`src/rtl/rcpb_pkg.sv`:
```
// Shared types and constants for the ray clip point-to-box block.
`timescale 1ns / 1ps
package rcpb_pkg;

  localparam int COORD_FRAC_BITS_DEF = 16;
  localparam int CFG_INDEX_W = 8;

  // configuration register indexes
  localparam logic [CFG_INDEX_W-1:0] REG_BOX_X_MIN = 8'd0;
  localparam logic [CFG_INDEX_W-1:0] REG_BOX_X_MAX = 8'd1;
  localparam logic [CFG_INDEX_W-1:0] REG_BOX_Y_MIN = 8'd2;
  localparam logic [CFG_INDEX_W-1:0] REG_BOX_Y_MAX = 8'd3;

  // status codes
  localparam logic [1:0] ST_CLIPPED  = 2'd0;
  localparam logic [1:0] ST_INSIDE   = 2'd1;
  localparam logic [1:0] ST_ZERO_DIV = 2'd2;

  // per-item data that rides alongside the divider
  typedef struct packed {
    logic               xout;
    logic               yout;
    logic               zero;
    logic signed [31:0] cx;
    logic signed [31:0] cy;
    logic signed [31:0] xlim;
    logic signed [31:0] ylim;
    logic signed [32:0] dx;
    logic signed [32:0] dy;
  } sb_t;

endpackage

```
`src/rtl/rcpb_div.sv`:
```
// Pipelined restoring fraction divider, one quotient bit per stage, saturating.
`timescale 1ns / 1ps
module rcpb_div #(
  parameter int COORD_FRAC_BITS = rcpb_pkg::COORD_FRAC_BITS_DEF
) (
  input  logic                       clk,
  input  logic                       en,
  input  logic [31:0]                a,
  input  logic [31:0]                b,
  output logic [COORD_FRAC_BITS-1:0] q
);
  import rcpb_pkg::*;

  localparam int F = COORD_FRAC_BITS;

  logic [31:0]  r_q   [F];
  logic [31:0]  b_q   [F];
  logic [F-1:0] q_q   [F];
  logic         sat_q [F];

  logic [31:0]  rin   [F];
  logic [31:0]  bin   [F];
  logic [F-1:0] qin   [F];
  logic         satin [F];

  for (genvar k = 0; k < F; k++) begin : g_stage
    logic [32:0] s;
    logic        ge;
    if (k == 0) begin : g_first
      assign rin[k]   = a;
      assign bin[k]   = b;
      assign qin[k]   = '0;
      // a >= b means the fraction reaches one: clamp
      assign satin[k] = (a >= b);
    end else begin : g_next
      assign rin[k]   = r_q[k-1];
      assign bin[k]   = b_q[k-1];
      assign qin[k]   = q_q[k-1];
      assign satin[k] = sat_q[k-1];
    end
    assign s  = {rin[k], 1'b0};
    assign ge = (s >= {1'b0, bin[k]});
    always_ff @(posedge clk) begin
      if (en) begin
        r_q[k]   <= ge ? 32'(s - {1'b0, bin[k]}) : s[31:0];
        b_q[k]   <= bin[k];
        q_q[k]   <= {qin[k][F-2:0], ge};
        sat_q[k] <= satin[k];
      end
    end
  end

  assign q = sat_q[F-1] ? {F{1'b1}} : q_q[F-1];

endmodule

```
`config.mk`:
```
export PLATFORM = sky130hd
export DESIGN_NAME = rcpb_div
export DESIGN_NICKNAME = d
export VERILOG_FILES = /design/src/rtl/rcpb_pkg.sv /design/src/rtl/rcpb_div.sv
export SDC_FILE = /design/constraint.sdc
export NUM_CORES = 2
export LEC_CHECK = 0
export BUFFER_PORTS_ARGS = -buffer_cell sky130_fd_sc_hd__buf_4
export CELL_PAD_IN_SITES_DETAIL_PLACEMENT = 0
export CELL_PAD_IN_SITES_GLOBAL_PLACEMENT = 1
export CORE_UTILIZATION = 40
export CTS_CLUSTER_DIAMETER = 80
export DETAILED_ROUTE_END_ITERATION = 12
export PLACE_DENSITY = 0.67
export SLEW_MARGIN = 10
export SYNTH_ARGS = -nofsm -noshare
export SYNTH_HDL_FRONTEND = slang
export SYNTH_SLANG_ARGS = --single-unit
```
`constraint.sdc`:
```
create_clock -name clk -period 4.85 [get_ports clk]
set_input_delay 0.97 -clock clk [delete_from_list [all_inputs] [get_ports clk]]
set_output_delay 0.97 -clock clk [all_outputs]
set_load 0.05 [all_outputs]
```
==> report_table.html <==
<table>
<tr><th>Metric</th><th>Value</th></tr>
<tr><th colspan="2">Outcome</th></tr>
<tr><td>Result of the run</td><td>finished, violations left</td></tr>
<tr><td>Violated checks</td><td>design-rule violations</td></tr>
<tr><th colspan="2">Clock tree</th></tr>
<tr><td>Total clock buffers created by CTS</td><td>133</td></tr>
<tr><td>Maximum root-to-sink buffer count</td><td>3</td></tr>
<tr><td>H-tree depth</td><td>4</td></tr>
<tr><td>Number of buffers added for setup after CTS</td><td>0</td></tr>
<tr><td>CTS-repair resized insts</td><td>0</td></tr>
<tr><td>CTS tree</td><td>done</td></tr>
<tr><td>Total clock sinks</td><td>1112</td></tr>
<tr><td>Post-CTS clock slew at the launch and capture registers of the worst setup and hold paths</td><td>60 ps</td></tr>
<tr><td>Root cell of the clock tree</td><td>sky130_fd_sc_hd__clkbuf_16</td></tr>
<tr><td>Clk Latency, worst-skew pair</td><td>770 ps</td></tr>
<tr><td>CTS Hold Bufs</td><td>0</td></tr>
<tr><th colspan="2">Drt</th></tr>
<tr><td>Via total after detailed routing</td><td>44700</td></tr>
<tr><td>Detailed-route wire length per cell</td><td>18.9 um</td></tr>
<tr><td>DRT Pass-1 Iters</td><td>10</td></tr>
<tr><td>Number of DRC violations after detailed-routing iteration 0</td><td>2752</td></tr>
<tr><td>DRC Markers</td><td>6</td></tr>
<tr><td>Detailed Route WL</td><td>161000 um</td></tr>
<tr><td>Residual antenna-violating net count after detailed routing</td><td>0</td></tr>
<tr><td>Vias per cell</td><td>5.27</td></tr>
<tr><th colspan="2">Flow run</th></tr>
<tr><td>Max-Cap Viols</td><td>0</td></tr>
<tr><th colspan="2">Floorplanning</th></tr>
<tr><td>Overall die area</td><td>168000 sq um</td></tr>
<tr><td>Chip width</td><td>410 um</td></tr>
<tr><td>Starting density of the core</td><td>40.3%</td></tr>
<tr><td>Row count</td><td>149</td></tr>
<tr><td>Height of the chip</td><td>410 um</td></tr>
<tr><td>Placeable Area</td><td>165000 sq um</td></tr>
<tr><td>IO Count</td><td>82</td></tr>
<tr><th colspan="2">Critical path</th></tr>
<tr><td>Kind of cell with the highest combined delay on the critical path</td><td>compound AO/OA/AOI/OAI gates</td></tr>
<tr><td>Data arrival time of the critical path</td><td>4660 ps</td></tr>
<tr><td>Cell repeated most along the worst path</td><td>sky130_fd_sc_hd__o211ai_1</td></tr>
<tr><td>Critical Path, Cell by Cell</td><td>ha_1 &gt; a21oi_1 &gt; o21ai_0 &gt; or3_1 &gt; o211ai_1 &gt; o211ai_1 &gt; a31oi_1 &gt; o21ai_1 &gt; a21oi_4 &gt; buf_12 &gt; mux2_2</td></tr>
<tr><td>Worst-path cell with the longest stage delay</td><td>sky130_fd_sc_hd__edfxtp_1</td></tr>
<tr><td>Crit path required time</td><td>5360 ps</td></tr>
<tr><td>Capturing element type of the critical path</td><td>register</td></tr>
<tr><td>Kind of launch point of the worst setup path</td><td>register</td></tr>
<tr><td>Start-to-end type of the worst setup path</td><td>register to register</td></tr>
<tr><td>Biggest cell delay along the critical path</td><td>410 ps</td></tr>
<tr><td>Number of buffer and inverter stages on the critical path</td><td>1</td></tr>
<tr><td>Worst-path maximum fanout</td><td>62</td></tr>
<tr><th colspan="2">Synth</th></tr>
<tr><td>Synth Warn #</td><td>0</td></tr>
<tr><td>Cell types with the highest counts after synthesis</td><td>1112 x sky130_fd_sc_hd__edfxtp_1, 635 x sky130_fd_sc_hd__inv_1, 543 x sky130_fd_sc_hd__ha_1</td></tr>
<tr><td>Number of distinct library cell variants in the gate-level netlist after synthesis</td><td>87</td></tr>
<tr><td>Mapped cell area</td><td>66600 sq um</td></tr>
<tr><td>Count of flip-flops with a built-in enable after synthesis</td><td>1112</td></tr>
<tr><td>Top cell type by total area after synthesis</td><td>sky130_fd_sc_hd__edfxtp_1</td></tr>
<tr><td>Most used flip-flop cell after synthesis</td><td>sky130_fd_sc_hd__edfxtp_1</td></tr>
<tr><td>Part of the Yosys area used for sequential elements</td><td>50.2%</td></tr>
<tr><td>Flip-flop and latch count after synthesis</td><td>1112</td></tr>
<tr><td>Mapped Avg Cell Area</td><td>11.0 sq um</td></tr>
<tr><td>Cell with the most instances after synthesis</td><td>sky130_fd_sc_hd__edfxtp_1</td></tr>
<tr><td>Post-synthesis instance total</td><td>6046</td></tr>
<tr><td>Synth area leaders</td><td>sky130_fd_sc_hd__edfxtp_1 50%, sky130_fd_sc_hd__ha_1 10%, sky130_fd_sc_hd__a21oi_1 3.9%, sky130_fd_sc_hd__inv_1 3.6%, sky130_fd_sc_hd__mux2_2 3.4%</td></tr>
<tr><td>Ys async rst share</td><td>0%</td></tr>
<tr><td>Proportion of netlist area held by the largest area contributor</td><td>50.2%</td></tr>
<tr><td>Post-synth net total</td><td>6670</td></tr>
<tr><th colspan="2">Min path</th></tr>
<tr><td>Path category of the worst min-delay check</td><td>input port to register</td></tr>
<tr><th colspan="2">Place</th></tr>
<tr><td>Weighted congestion at the end of routability-driven global placement</td><td>0.947</td></tr>
<tr><td>Total half-perimeter wirelength after legalization and detailed placement</td><td>125000 um</td></tr>
<tr><td>Number of cells in the design after placement</td><td>8250</td></tr>
<tr><td>Pre-CTS setup slack</td><td>635 ps</td></tr>
<tr><td>Count of buffers from port buffering</td><td>81</td></tr>
<tr><th colspan="2">Cells and area</th></tr>
<tr><td>Final net count</td><td>6820</td></tr>
<tr><td>Synth-to-layout area growth</td><td>12.0%</td></tr>
<tr><td>Number of diodes</td><td>0</td></tr>
<tr><td>FILL cells</td><td>15300</td></tr>
<tr><td>Final std cells w/o fill</td><td>8488</td></tr>
<tr><td>Layout cells sized above 1</td><td>10.0%</td></tr>
<tr><th colspan="2">STA</th></tr>
<tr><td>Transition time of the tightest slew-check pin</td><td>976 ps</td></tr>
<tr><td>Worst setup slack after layout</td><td>700 ps</td></tr>
<tr><td>Fin. Hold Viols</td><td>0</td></tr>
<tr><td>Unrepaired setup endpoints after global routing</td><td>no</td></tr>
<tr><td>Worst hold slack after final layout</td><td>385 ps</td></tr>
<tr><td>Number of max-slew violations in the final report</td><td>0</td></tr>
<tr><td>Worst rel slew slack</td><td>34.2%</td></tr>
<tr><td>Maximum clock rate</td><td>241 MHz</td></tr>
<tr><td>Total negative slack for setup checks</td><td>0 ps</td></tr>
<tr><td>Final period utilization</td><td>85.6%</td></tr>
<tr><td>Worst-case clock skew</td><td>25.3 ps</td></tr>
<tr><td>Setup-failing EPs final</td><td>0</td></tr>
<tr><td>Minimum clock period after layout</td><td>4150 ps</td></tr>
<tr><th colspan="2">Global routing</th></tr>
<tr><td>Via count of the first global-routing pass</td><td>45500</td></tr>
<tr><td>Met2 Track Usage GR</td><td>36.4%</td></tr>
<tr><td>Met1 capacity usage during global routing</td><td>20.8%</td></tr>
<tr><td>Fraction of met3 tracks used by global routing</td><td>2.52%</td></tr>
<tr><td>Global-route wire length before repair</td><td>252000 um</td></tr>
<tr><td>Initial antenna violation count</td><td>1</td></tr>
<tr><td>Highest-utilization routing layer at the global route stage</td><td>met2</td></tr>
<tr><td>Remaining Overflow, GRT</td><td>0</td></tr>
<tr><td>Largest net degree at the start of global routing</td><td>103</td></tr>
<tr><td>Global-route usage over all layers</td><td>19.1%</td></tr>
<tr><th colspan="2">Power</th></tr>
<tr><td>LEAKAGE</td><td>30.8 nW</td></tr>
<tr><td>VDD IR max</td><td>0.412 mV</td></tr>
<tr><td>Power density normalized to cell area</td><td>655 nW/um^2</td></tr>
</table>
logic make-up (layout without fill, tap and decap cells):
| family | Yosys count | in the layout | share of synthesized area [%] |
|---|---|---|---|
| muxes | 248 | 248 | 4.32 |
| and+or+nand+nor | 1309 | 1309 | 9.57 |
| adders and majority gates | 558 | 558 | 10.7 |
| DFF | 1112 | 1112 | 50.2 |
| xor gates and xnor gates | 395 | 395 | 5.20 |
| AOI/OAI and AO/OA | 1649 | 1649 | 15.6 |
| buffers and inverters | 775 | 1028 | 4.52 |
flip-flops by register name (all words and copies together) (netlist names):
| signal | count |
|---|---|
| b_q | 480 |
| sat_q | 16 |
| r_q | 480 |
| q_q | 136 |
power breakdown:
group	internal (mW)	total (mW)	switching (mW)
logic	10.3	22.9	12.7
clock network	5.87	10.0	4.13
registers	14.4	15.9	1.46
total	30.5	48.8	18.3
per-stage QoR:
stage | power (mW) | area [sq um] | util, %
detailed placement | 38.9 | 70200 | 42.6
CTS | 49.2 | 74600 | 45.2
floorplan | 32.9 | 66600 | -
finish | 48.8 | 74600 | 45.2
global placement | 38.8 | 70200 | 42.6
global route | 52.2 | 74600 | 45.2
cells in the final DEF (no fill, tap or decap), types with 15 or more instances in the layout:
| master | n |
|---|---|
| sky130_fd_sc_hd__a211oi_1 | 47 |
| sky130_fd_sc_hd__a21boi_0 | 19 |
| sky130_fd_sc_hd__a21o_1 | 297 |
| sky130_fd_sc_hd__a21oi_1 | 516 |
| sky130_fd_sc_hd__a31oi_1 | 48 |
| sky130_fd_sc_hd__and2_1 | 28 |
| sky130_fd_sc_hd__and3_1 | 43 |
| sky130_fd_sc_hd__and4_1 | 15 |
| sky130_fd_sc_hd__buf_12 | 24 |
| sky130_fd_sc_hd__buf_4 | 130 |
| sky130_fd_sc_hd__clkbuf_1 | 26 |
| sky130_fd_sc_hd__clkbuf_16 | 134 |
| sky130_fd_sc_hd__clkinv_1 | 23 |
| sky130_fd_sc_hd__clkinv_2 | 20 |
| sky130_fd_sc_hd__edfxtp_1 | 1112 |
| sky130_fd_sc_hd__fa_1 | 15 |
| sky130_fd_sc_hd__ha_1 | 543 |
| sky130_fd_sc_hd__inv_1 | 635 |
| sky130_fd_sc_hd__mux2_2 | 202 |
| sky130_fd_sc_hd__mux2_4 | 26 |
| sky130_fd_sc_hd__nand2_1 | 344 |
| sky130_fd_sc_hd__nand2b_1 | 80 |
| sky130_fd_sc_hd__nand3_1 | 94 |
| sky130_fd_sc_hd__nand4_1 | 94 |
| sky130_fd_sc_hd__nor2_1 | 344 |
| sky130_fd_sc_hd__nor2b_1 | 82 |
| sky130_fd_sc_hd__nor3_1 | 82 |
| sky130_fd_sc_hd__nor4_1 | 17 |
| sky130_fd_sc_hd__o211ai_1 | 33 |
| sky130_fd_sc_hd__o21a_1 | 79 |
| sky130_fd_sc_hd__o21ai_0 | 351 |
| sky130_fd_sc_hd__o21bai_1 | 71 |
| sky130_fd_sc_hd__o31a_1 | 18 |
| sky130_fd_sc_hd__o31ai_1 | 31 |
| sky130_fd_sc_hd__or2_2 | 30 |
| sky130_fd_sc_hd__or3_1 | 23 |
| sky130_fd_sc_hd__xnor2_1 | 240 |
| sky130_fd_sc_hd__xor2_1 | 155 |
metal layers:
layer  share of wire (%)  routed length, um  vias to the layer above
met5                   0                  0                        -
met1                  40              63700                    21300
met4                 4.4               7060                        0
li1                    -                  -                    22500
met2                  53              85400                      645
met3                 2.8               4500                      278
final cells by class:
| class | instances | area, sq um | share of cell area, % |
|---|---|---|---|
| clock buffers | 160 | 3450 | 4.63 |
| clock inverters | 78 | 895 | 1.20 |
| inverters | 635 | 2380 | 3.20 |
| multi-input cells | 4159 | 30200 | 40.5 |
| flip-flops and latches | 1112 | 33400 | 44.8 |
| well taps | 2189 | 2740 | 3.67 |
| repair buffers | 155 | 1470 | 1.97 |
worst register-to-register path, delay by kind of cell (launching register included):
kind            cells  cell delay (ps)
compound gates      7             2030
fa+ha+maj           1              380
buf+inv             1              250
flops               1              410
mux                 1              440
simple gates        1              380
path summary, 6_finish.rpt:
path	from	to	slack, ps	depth (start not counted)
max	r_q[0][197]	r_q[0][227]	700	11
min	b[11]	b_q[0][11]	380	1
max reg2reg	r_q[0][197]	r_q[0][227]	700	11
min reg2reg	q_q[4][7]	q_q[4][24]	410	0
(Power assumes the default switching activity.)
