## config.mk

```make
export PLATFORM = sky130hd
export DESIGN_NAME = rcpb_lerp
export DESIGN_NICKNAME = d
export VERILOG_FILES = /design/src/rtl/rcpb_pkg.sv /design/src/rtl/rcpb_lerp.sv
export SDC_FILE = /design/constraint.sdc
export NUM_CORES = 1
export LEC_CHECK = 0
export BUFFER_PORTS_ARGS = -buffer_cell sky130_fd_sc_hd__buf_2
export CORE_ASPECT_RATIO = 0.7
export CORE_UTILIZATION = 70
export DETAILED_ROUTE_END_ITERATION = 7
export PLACE_DENSITY = 0.89
export SETUP_SLACK_MARGIN = 0.1
export SYNTH_ARGS = -nofsm -noshare
export SYNTH_HDL_FRONTEND = slang
export SYNTH_SLANG_ARGS = --single-unit
```

## constraint.sdc

```tcl
create_clock -name clk -period 9.85 [get_ports clk]
set_input_delay 0.985 -clock clk [delete_from_list [all_inputs] [get_ports clk]]
set_output_delay 0.985 -clock clk [all_outputs]
set_load 0.03 [all_outputs]
```

## src/rtl/rcpb_pkg.sv

```systemverilog
// Shared types and constants for the ray clip point-to-box block.
`timescale 1ns / 1ps
package rcpb_pkg;

  localparam int COORD_FRAC_BITS_DEF = 16;
  localparam int CFG_INDEX_W = 8;

  // configuration register indexes
  localparam logic [CFG_INDEX_W-1:0] REG_BOX_X_MIN = 8'd0;
  localparam logic [CFG_INDEX_W-1:0] REG_BOX_X_MAX = 8'd1;
  localparam logic [CFG_INDEX_W-1:0] REG_BOX_Y_MIN = 8'd2;
  localparam logic [CFG_INDEX_W-1:0] REG_BOX_Y_MAX = 8'd3;

  // status codes
  localparam logic [1:0] ST_CLIPPED  = 2'd0;
  localparam logic [1:0] ST_INSIDE   = 2'd1;
  localparam logic [1:0] ST_ZERO_DIV = 2'd2;

  // per-item data that rides alongside the divider
  typedef struct packed {
    logic               xout;
    logic               yout;
    logic               zero;
    logic signed [31:0] cx;
    logic signed [31:0] cy;
    logic signed [31:0] xlim;
    logic signed [31:0] ylim;
    logic signed [32:0] dx;
    logic signed [32:0] dy;
  } sb_t;

endpackage

```

## src/rtl/rcpb_lerp.sv

```systemverilog
// Interpolation c + t*d: registered multiply, then rounding, add and saturation.
`timescale 1ns / 1ps
module rcpb_lerp #(
  parameter int COORD_FRAC_BITS = rcpb_pkg::COORD_FRAC_BITS_DEF
) (
  input  logic                       clk,
  input  logic                       en,
  input  logic [COORD_FRAC_BITS-1:0] t,
  input  logic signed [31:0]         c,
  input  logic signed [32:0]         d,
  output logic signed [31:0]         res
);
  import rcpb_pkg::*;

  localparam int F  = COORD_FRAC_BITS;
  localparam int PW = F + 34;
  localparam logic signed [PW-1:0] HALF = {{(PW-F){1'b0}}, 1'b1, {(F-1){1'b0}}};
  localparam logic signed [34:0] MAXV = 35'sd2147483647;
  localparam logic signed [34:0] MINV = -35'sd2147483648;

  logic signed [PW-1:0] prod;
  logic signed [31:0]   c_q;
  logic signed [PW-1:0] v;
  logic signed [PW-F-1:0] qv;
  logic signed [34:0]   sum;

  always_ff @(posedge clk) begin
    if (en) begin
      prod <= PW'($signed({1'b0, t}) * d);
      c_q  <= c;
    end
  end

  // arithmetic shift floors, so ties go toward +infinity
  always_comb begin
    v   = prod + HALF;
    qv  = (PW-F)'(v >>> F);
    sum = 35'(c_q) + 35'(qv);
    if (sum > MAXV)      res = 32'sh7FFFFFFF;
    else if (sum < MINV) res = 32'sh80000000;
    else                 res = sum[31:0];
  end

endmodule

```

==> flow_summary.json, run 1 <==
{
  "outcome": "completed",
  "fin_setup_tns_ns": 0,
  "synth_warnings": 0,
  "dr.first_iter.drc_count": 1739,
  "yosys-top-cells-count": "inv_1, fa_1, nand2_1",
  "grt_pass1_vias": 19760,
  "grt_pass1_wl_mm": 97.51,
  "clk_pin_slew_ns": 0.06,
  "post_cts_resized": 0,
  "multiInputGateArea_um2": 18370,
  "std_cell_rows": 55,
  "crit_top_cell": "fa_1",
  "firstDrtPassIters": 6,
  "grtUsageTotal_pct": 37.20,
  "via_per_inst": 6.008,
  "synth-seq-cells": 67,
  "synth_edf_count": 67,
  "clock_sinks": 67,
  "async_reset_ff_share_pct": 0,
  "start_util_pct": 71.20,
  "period_share_pct": 80.47,
  "cts_tree": "done",
  "syn_inst": 2527,
  "htreeDepth": 3,
  "fp.coreArea_um2": 32340,
  "min_period_ns": 7.926,
  "place_hpwl_mm": 47.00,
  "fill_cells": 2169,
  "synth_area_per_cell_um2": 9.113,
  "cts_buffers": 9,
  "cp_slowest_cell": "fa_1",
  "synth.area.top_cells": "fa_1, inv_1, edfxtp_1",
  "worst_slew_pin_slew_ns": 1.099,
  "slew_headroom_pct": 26.60,
  "yosysMostFrequentCell": "inv_1",
  "start_kind": "input pin",
  "min-delay-start": "c[25]",
  "wire_per_inst_um": 19.58,
  "hold_buffers": 0,
  "critPathRequiredTime_ns": 9.94,
  "hold_viol_final": 0,
  "finalNetCount": 3284,
  "die-area_um2": 33640,
  "endpoint_kind": "register",
  "totalWireLength_mm": 58.42,
  "vias": 17930,
  "grt_max_degree": 68,
  "hold_end": "c_q[25]",
  "slowest_delay_ns": 0.83,
  "fmax_ghz": 0.1262,
  "grt_overflow": 0,
  "min_path_type": "in2reg",
  "rsz0062_at_grt": "false",
  "synth.top_cell.area_share_pct": 43.64,
  "seq_area_um2": 2012,
  "area_delta_synth_final_pct": 4.064,
  "path_max_fanout": 33,
  "arrival_ns": 8.02,
  "synth_flop_cell": "edfxtp_1",
  "fp.dieH_um": 153.8,
  "cp_top_family": "adder cells",
  "drc_errors": 0,
  "synth.distinct_cells": 70,
  "critical_path_class": "in2reg",
  "cp_cell_sequence": "buf_2 -> nand2_1 -> inv_1 -> fa_1 -> fa_1 -> fa_1 -> fa_1 -> fa_1 -> inv_1 -> fa_1 -> inv_1 -> ha_1 -> a21oi_1 -> o211ai_1 -> a21oi_1 -> nand4bb_1 -> a211oi_1 -> o31ai_1 -> and3_1 -> nor2_1 -> xor2_1",
  "report.final.slew_viol_count": 0,
  "root_buffer": "clkbuf_16",
  "hold_path_depth": 1,
  "cts_setup_buffers": 0,
  "final-setup-viol-count": 0,
  "clk_path_buf_depth": 2,
  "ys_seq_area_share_pct": 8.737,
  "yosysTopAreaCell": "fa_1",
  "drive_gt1_share_pct": 7.132,
  "cap_violations": 0,
  "gp_congestion": 0.9678,
  "path_buf_inv": 4,
  "syn_nets": 3264,
  "grt_antenna_before_repair": 6,
  "die_x_um": 218.8,
  "syn_area_um2": 23030,
  "ant_nets": 0,
  "port_buffers": 114,
  "io_pins": 115
}
[cell usage in the layout (no fill, tap or decap), drive strengths merged, types with 12 or more instances in the layout]
cell    synthesis  final
inv           578    580
fa            502    502
nand2         409    409
and2          194    194
ha            152    152
buf            13    116
a21oi          82     82
xnor2          69     69
edfxtp         67     67
o21ai          52     52
nor2           39     39
xor2           35     35
a21o           31     31
nand3          29     29
and3           19     19
nand4          17     17
o211ai         15     15
o21bai         13     13
a211oi         13     13
o21a           12     12
[through the flow]
step	instance area [µm²]	hold WS (ns)	setup slack, ns	instances	utilization, %
floorplan	23030	1.084	3.085	2527	-
global placement	23670	1.161	2.093	2963	73.20
detailed placement	23670	1.163	1.791	2963	73.20
CTS	23950	0.8099	2.076	2979	74.05
global route	23960	0.8092	1.539	2984	74.09
finish	23960	0.8109	1.924	2984	74.09
[per-layer routing]
metal	vias up	routed length, µm	global-route usage [%]
li1	7685	-	-
met1	8839	21870	50.18
met2	1199	27140	59.40
met3	204	7242	8.843
met4	0	2166	13.00
met5	-	0	0
[sequential cells by signal, summed over array words and instances (netlist names)]
signal / count
c_q: 32
prod: 35
[cells by family after synthesis]
logic type                 Yosys count  synth area share (%)
and+or+nand+nor                    747                 15.43
buffers and inverters              685                 11.48
xor gates and xnor gates           104                 3.955
DFF                                 67                 8.737
adders and majority gates          654                 51.90
AOI/OAI and AO/OA                  270                 8.498
[how the worst max path moves through the flow]
| stage | slack [ns] | from | end | cells after the start |
|---|---|---|---|---|
| finish | 1.92 | t[2] | prod[49] | 21 |
| global route | 1.54 | t[2] | prod[49] | 21 |
| CTS | 2.08 | t[2] | prod[49] | 21 |
| detailed placement | 1.79 | t[2] | prod[49] | 21 |
| global placement | 2.09 | t[2] | prod[47] | 23 |
| floorplan | 3.08 | t[2] | prod[44] | 23 |
[layout make-up]
class / count / area share, %
Clock inverter: 7 / 0.2193
Tap cell: 427 / 2.229
Antenna cell: 5 / 0.05221
Sequential cell: 67 / 8.396
Multi-Input combinational cell: 1775 / 76.67
Inverter: 578 / 9.053
Timing Repair Buffer: 116 / 2.443
Clock buffer: 9 / 0.9398
Power of run 1 is not shown: default switching activity piles up to over one toggle a cycle in this logic, so the estimate is an artifact.
==> inputs of run 2 (changes only) <==
--- a/config.mk
+++ b/config.mk
@@ -5,11 +5,12 @@
 export SDC_FILE = /design/constraint.sdc
 export NUM_CORES = 1
 export LEC_CHECK = 0
+export ABC_AREA = 1
 export BUFFER_PORTS_ARGS = -buffer_cell sky130_fd_sc_hd__buf_2
 export CORE_ASPECT_RATIO = 0.7
-export CORE_UTILIZATION = 70
+export CORE_UTILIZATION = 66
 export DETAILED_ROUTE_END_ITERATION = 7
-export PLACE_DENSITY = 0.89
+export PLACE_DENSITY = 0.85
 export SETUP_SLACK_MARGIN = 0.1
 export SYNTH_ARGS = -nofsm -noshare
 export SYNTH_HDL_FRONTEND = slang
==> constraint.sdc (replaced) <==
create_clock -name clk -period 7.7 [get_ports clk]
set_input_delay 0.77 -clock clk [delete_from_list [all_inputs] [get_ports clk]]
set_output_delay 0.77 -clock clk [all_outputs]
set_load 0.03 [all_outputs]
==> flow_summary.json, run 2 <==
{
  "clk_path_buf_depth": 2,
  "grt_pass1_wl_mm": 112.6,
  "grtUsageTotal_pct": 38.36,
  "yosysMostFrequentCell": "inv_1",
  "synth_warnings": 0,
  "largest_reg_flops": 35,
  "clk_pin_slew_ns": 0.06,
  "layout_common_cells": "inv_1, nand2_1, fa_1",
  "io_pins": 115,
  "top_regs": "prod (35), c_q (32)",
  "vias": 20890,
  "cts_tree": "done",
  "place_hpwl_mm": 58.80,
  "syn_area_um2": 24830,
  "synth.top_cell.area_share_pct": 40.48,
  "start_util_pct": 66.87,
  "ant_nets": 0,
  "ys_seq_area_share_pct": 8.103,
  "final-setup-viol-count": 0,
  "grt_pass1_vias": 21890,
  "endpoint": "prod[41]",
  "hold_buffers": 0,
  "via_per_inst": 5.531,
  "grt_antenna_before_repair": 1,
  "hold_ws_ns": 0.5888,
  "critPathRequiredTime_ns": 7.79,
  "path_max_fanout": 28,
  "async_reset_ff_share_pct": 0,
  "fill_cells": 3033,
  "violations": "design-rule violations",
  "slew_headroom_pct": 32.73,
  "wire_per_inst_um": 18.34,
  "start_kind": "input pin",
  "firstDrtPassIters": 8,
  "root_buffer": "clkbuf_16",
  "die_x_um": 233.8,
  "fmax_ghz": 0.1444,
  "clock_sinks": 67,
  "worst_slew_pin_slew_ns": 1.009,
  "report.final.slew_viol_count": 0,
  "port_buffers": 114,
  "synth-seq-cells": 67,
  "syn_inst": 3281,
  "outcome": "finished with violations",
  "grt_overflow": 0,
  "post_cts_resized": 0,
  "critical_path_class": "in2reg",
  "fp.coreArea_um2": 37130,
  "drc_errors": 3,
  "htreeDepth": 3,
  "synth_flop_cell": "edfxtp_1",
  "crit_path_start": "t[3]",
  "cts_setup_buffers": 0,
  "fp.dieH_um": 164.3,
  "endpoint_kind": "register",
  "area_delta_synth_final_pct": 3.956,
  "regMostFlops": "prod",
  "finalNetCount": 4021,
  "rsz0062_at_grt": "false",
  "fin_setup_tns_ns": 0,
  "yosys-top-cells-count": "inv_1, nand2_1, fa_1",
  "hold_viol_final": 0,
  "synth.area.top_cells": "fa_1, inv_1, nand2_1",
  "drive_gt1_share_pct": 5.414,
  "std_cell_rows": 59,
  "min_period_ns": 6.925,
  "yosysTopAreaCell": "fa_1",
  "cap_violations": 0,
  "syn_nets": 4018,
  "gp_congestion": 1.006,
  "totalWireLength_mm": 69.27,
  "min_path_type": "in2reg",
  "synth_edf_count": 67,
  "synth_area_per_cell_um2": 7.567,
  "die-area_um2": 38410,
  "grt_max_degree": 68,
  "period_share_pct": 89.94,
  "dr.first_iter.drc_count": 2141,
  "cts_buffers": 9,
  "synth.distinct_cells": 41,
  "layout_commonest_cell": "inv_1",
  "arrival_ns": 7.01
}
-- run 2: worst min path at each step --
stage	to	startpoint	cells after the start	slack (ns)
after floorplan	c_q[0]	c[0]	0	0.87
after global placement	c_q[18]	c[18]	1	0.95
after detailed placement	c_q[5]	c[5]	1	0.95
after CTS	c_q[27]	c[27]	1	0.58
after global routing	c_q[28]	c[28]	1	0.58
final	c_q[7]	c[7]	1	0.59
-- run 2: layout make-up --
type,instances,area [µm²],share of cell area (%)
antenna,1,2.502,0.009695
clock buffer,11,232.7,0.9016
clock inverter,4,42.54,0.1648
inverter,928,3483,13.50
multi-input combinational,2154,18780,72.77
sequential,67,2012,7.795
tap,488,610.6,2.366
timing repair buffer,124,645.6,2.501
-- run 2: worst max-delay path, stage by stage --
cell,delay (ns)
buf_2,0.57
nand2_1,0.16
inv_1,0.17
fa_1,0.55
fa_1,0.87
fa_1,0.57
fa_1,0.51
fa_1,0.49
inv_1,0.05
fa_1,0.47
inv_1,0.04
ha_1,0.37
a21oi_1,0.24
inv_1,0.06
a31oi_1,0.28
o21ai_0,0.24
a21oi_1,0.17
nand3_1,0.21
xor2_1,0.20
-- run 2: layer usage --
layer  global-route usage, %  share of wire (%)  vias to the layer above  routed length (µm)
met1                   56.07                 44                    10200               30160
met5                       0                  0                        -                   0
met4                   9.357                2.0                        0                1414
met3                   8.733                 11                      131                7573
li1                        -                  -                     9431                   -
met2                   58.08                 43                     1133               30120
-- run 2: cell families after synthesis --
kind of cell | after synthesis | synth area share (%)
buffers and inverters | 1060 | 16.25
AND/OR/NAND/NOR | 1220 | 19.91
AO/OA/AOI/OAI | 183 | 4.178
flip-flops | 67 | 8.103
adder cells (fa/ha/maj) | 654 | 48.14
XOR/XNOR | 97 | 3.422
-- run 2: metrics by stage --
step | setup slack, ns | std cells | cell area, µm² | utilization [%]
3_5_place_dp | 0.5202 | 3761 | 25530 | 68.76
6_report | 0.7747 | 3777 | 25810 | 69.51
3_3_place_gp | 0.5810 | 3761 | 25530 | 68.76
5_1_grt | 0.5297 | 3777 | 25810 | 69.51
4_1_cts | 0.8622 | 3776 | 25810 | 69.51
2_1_floorplan | 1.445 | 3281 | 24830 | -
Power of run 2 is left out for the same reason.
==> inputs of run 3 (changes only) <==
--- a/config.mk
+++ b/config.mk
@@ -8,9 +8,10 @@
 export ABC_AREA = 1
 export BUFFER_PORTS_ARGS = -buffer_cell sky130_fd_sc_hd__buf_2
 export CORE_ASPECT_RATIO = 0.7
+export CORE_MARGIN = 2
 export CORE_UTILIZATION = 66
 export DETAILED_ROUTE_END_ITERATION = 7
-export PLACE_DENSITY = 0.85
+export PLACE_DENSITY = 0.91
 export SETUP_SLACK_MARGIN = 0.1
 export SYNTH_ARGS = -nofsm -noshare
 export SYNTH_HDL_FRONTEND = slang
==> flow_summary.json, run 3 (synthesis gave the netlist of run 2 again) <==
{
  "layout_setup_ws_ns": 1.048,
  "std_cell_rows": 59,
  "layout.cells.non_filler": 3772,
  "slowest_delay_ns": 0.81,
  "root_buffer": "clkbuf_16",
  "firstDrtPassIters": 6,
  "fin_setup_tns_ns": 0,
  "outcome": "completed",
  "place_inst": 3757,
  "finalNetCount": 4017,
  "start_kind": "input pin",
  "cap_violations": 0,
  "endpoint_kind": "register",
  "clk_pin_slew_ns": 0.06,
  "cts_tree": "done",
  "wire_per_inst_um": 16.97,
  "ant_nets": 0,
  "vias": 20700,
  "cp_slowest_cell": "fa_1",
  "worst_slew_pin_slew_ns": 0.9558,
  "report.final.slew_viol_count": 0,
  "critPathRequiredTime_ns": 7.78,
  "path_max_fanout": 33,
  "area_delta_synth_final_pct": 3.724,
  "min_path_type": "in2reg",
  "largest_reg_flops": 35,
  "layout_common_cells": "inv_1, nand2_1, fa_1",
  "die-area_um2": 39210,
  "grt_max_degree": 68,
  "place_hpwl_mm": 54.15,
  "endpoint": "prod[48]",
  "gp_congestion": 1.036,
  "grt_overflow": 0,
  "fp.dieH_um": 166.3,
  "clock_sinks": 67,
  "start_util_pct": 66.87,
  "crit_top_cell": "fa_1",
  "cts_buffers": 9,
  "via_per_inst": 5.486,
  "final-setup-viol-count": 0,
  "place_ws_ns": 0.8007,
  "grt_antenna_before_repair": 1,
  "final_area_um2": 25750,
  "die_x_um": 235.8,
  "min_period_ns": 6.652,
  "slew_headroom_pct": 36.28,
  "drive_gt1_share_pct": 5.270,
  "post_cts_resized": 0,
  "postPlaceCellArea_um2": 25500,
  "grtUsageTotal_pct": 34.57,
  "arrival_ns": 6.73,
  "dr.first_iter.drc_count": 2276,
  "regMostFlops": "prod",
  "period_share_pct": 86.38,
  "layout_commonest_cell": "inv_1",
  "totalWireLength_mm": 64.00,
  "drc_errors": 0,
  "rsz0062_at_grt": "false",
  "cp_cell_sequence": "buf_2 -> nand2_1 -> fa_1 -> inv_1 -> fa_1 -> fa_1 -> fa_1 -> fa_1 -> inv_1 -> fa_1 -> inv_1 -> ha_1 -> a21o_1 -> a21boi_0 -> inv_1 -> a21oi_1 -> o21ai_0 -> a21oi_1 -> nand2_1 -> xor2_1",
  "grt_pass1_vias": 21940,
  "fmax_ghz": 0.1503,
  "grt_pass1_wl_mm": 109.0,
  "hold_viol_final": 0,
  "port_buffers": 114,
  "clk_path_buf_depth": 2,
  "htreeDepth": 3,
  "crit_path_start": "t[5]",
  "fp.coreArea_um2": 37130,
  "cts_setup_buffers": 0,
  "critical_path_class": "in2reg",
  "hold_buffers": 0,
  "top_regs": "prod (35), c_q (32)",
  "io_pins": 115
}
## run 3: worst min path at each step
stage	start	endpoint	slack, ns	depth (start not counted)
floorplan	c[0]	c_q[0]	0.87	0
global placement	c[22]	c_q[22]	0.95	1
detailed placement	c[13]	c_q[13]	0.95	1
CTS	c[27]	c_q[27]	0.60	1
global route	c[26]	c_q[26]	0.60	1
finish	c[27]	c_q[27]	0.60	1
## run 3: metal layers
metal	GRT usage (%)	vias up	part of all wire (%)
li1	-	9427	-
met1	50.20	9957	42
met2	53.26	1172	44
met3	8.128	139	12
met4	7.754	0	2.2
met5	0	-	0
## run 3: area by class of cell
cell class | count | area, µm²
well taps | 488 | 610.6
clock buffers | 9 | 225.2
flip-flops and latches | 67 | 2012
multi-input cells | 2154 | 18780
diodes | 1 | 2.502
clock inverters | 5 | 22.52
fillers | 2931 | 11380
repair buffers | 120 | 615.6
inverters | 928 | 3483
## run 3: worst max-delay path, delay by kind of cell
family / cells / cell delay (ns)
buffers and inverters: 5 / 0.80
adder cells (fa/ha/maj): 7 / 3.75
AND/OR/NAND/NOR: 2 / 0.36
XOR/XNOR: 1 / 0.14
AO/OA/AOI/OAI: 5 / 0.91
## run 3: through the flow
| stage | utilization (%) | hold WS (ns) |
|---|---|---|
| finish | 69.36 | 0.6036 |
| global route | 69.36 | 0.5975 |
| CTS | 69.35 | 0.6041 |
| detailed placement | 68.68 | 0.9483 |
| global placement | 68.68 | 0.9462 |
| floorplan | - | 0.8689 |
Power of run 3 is left out for the same reason.
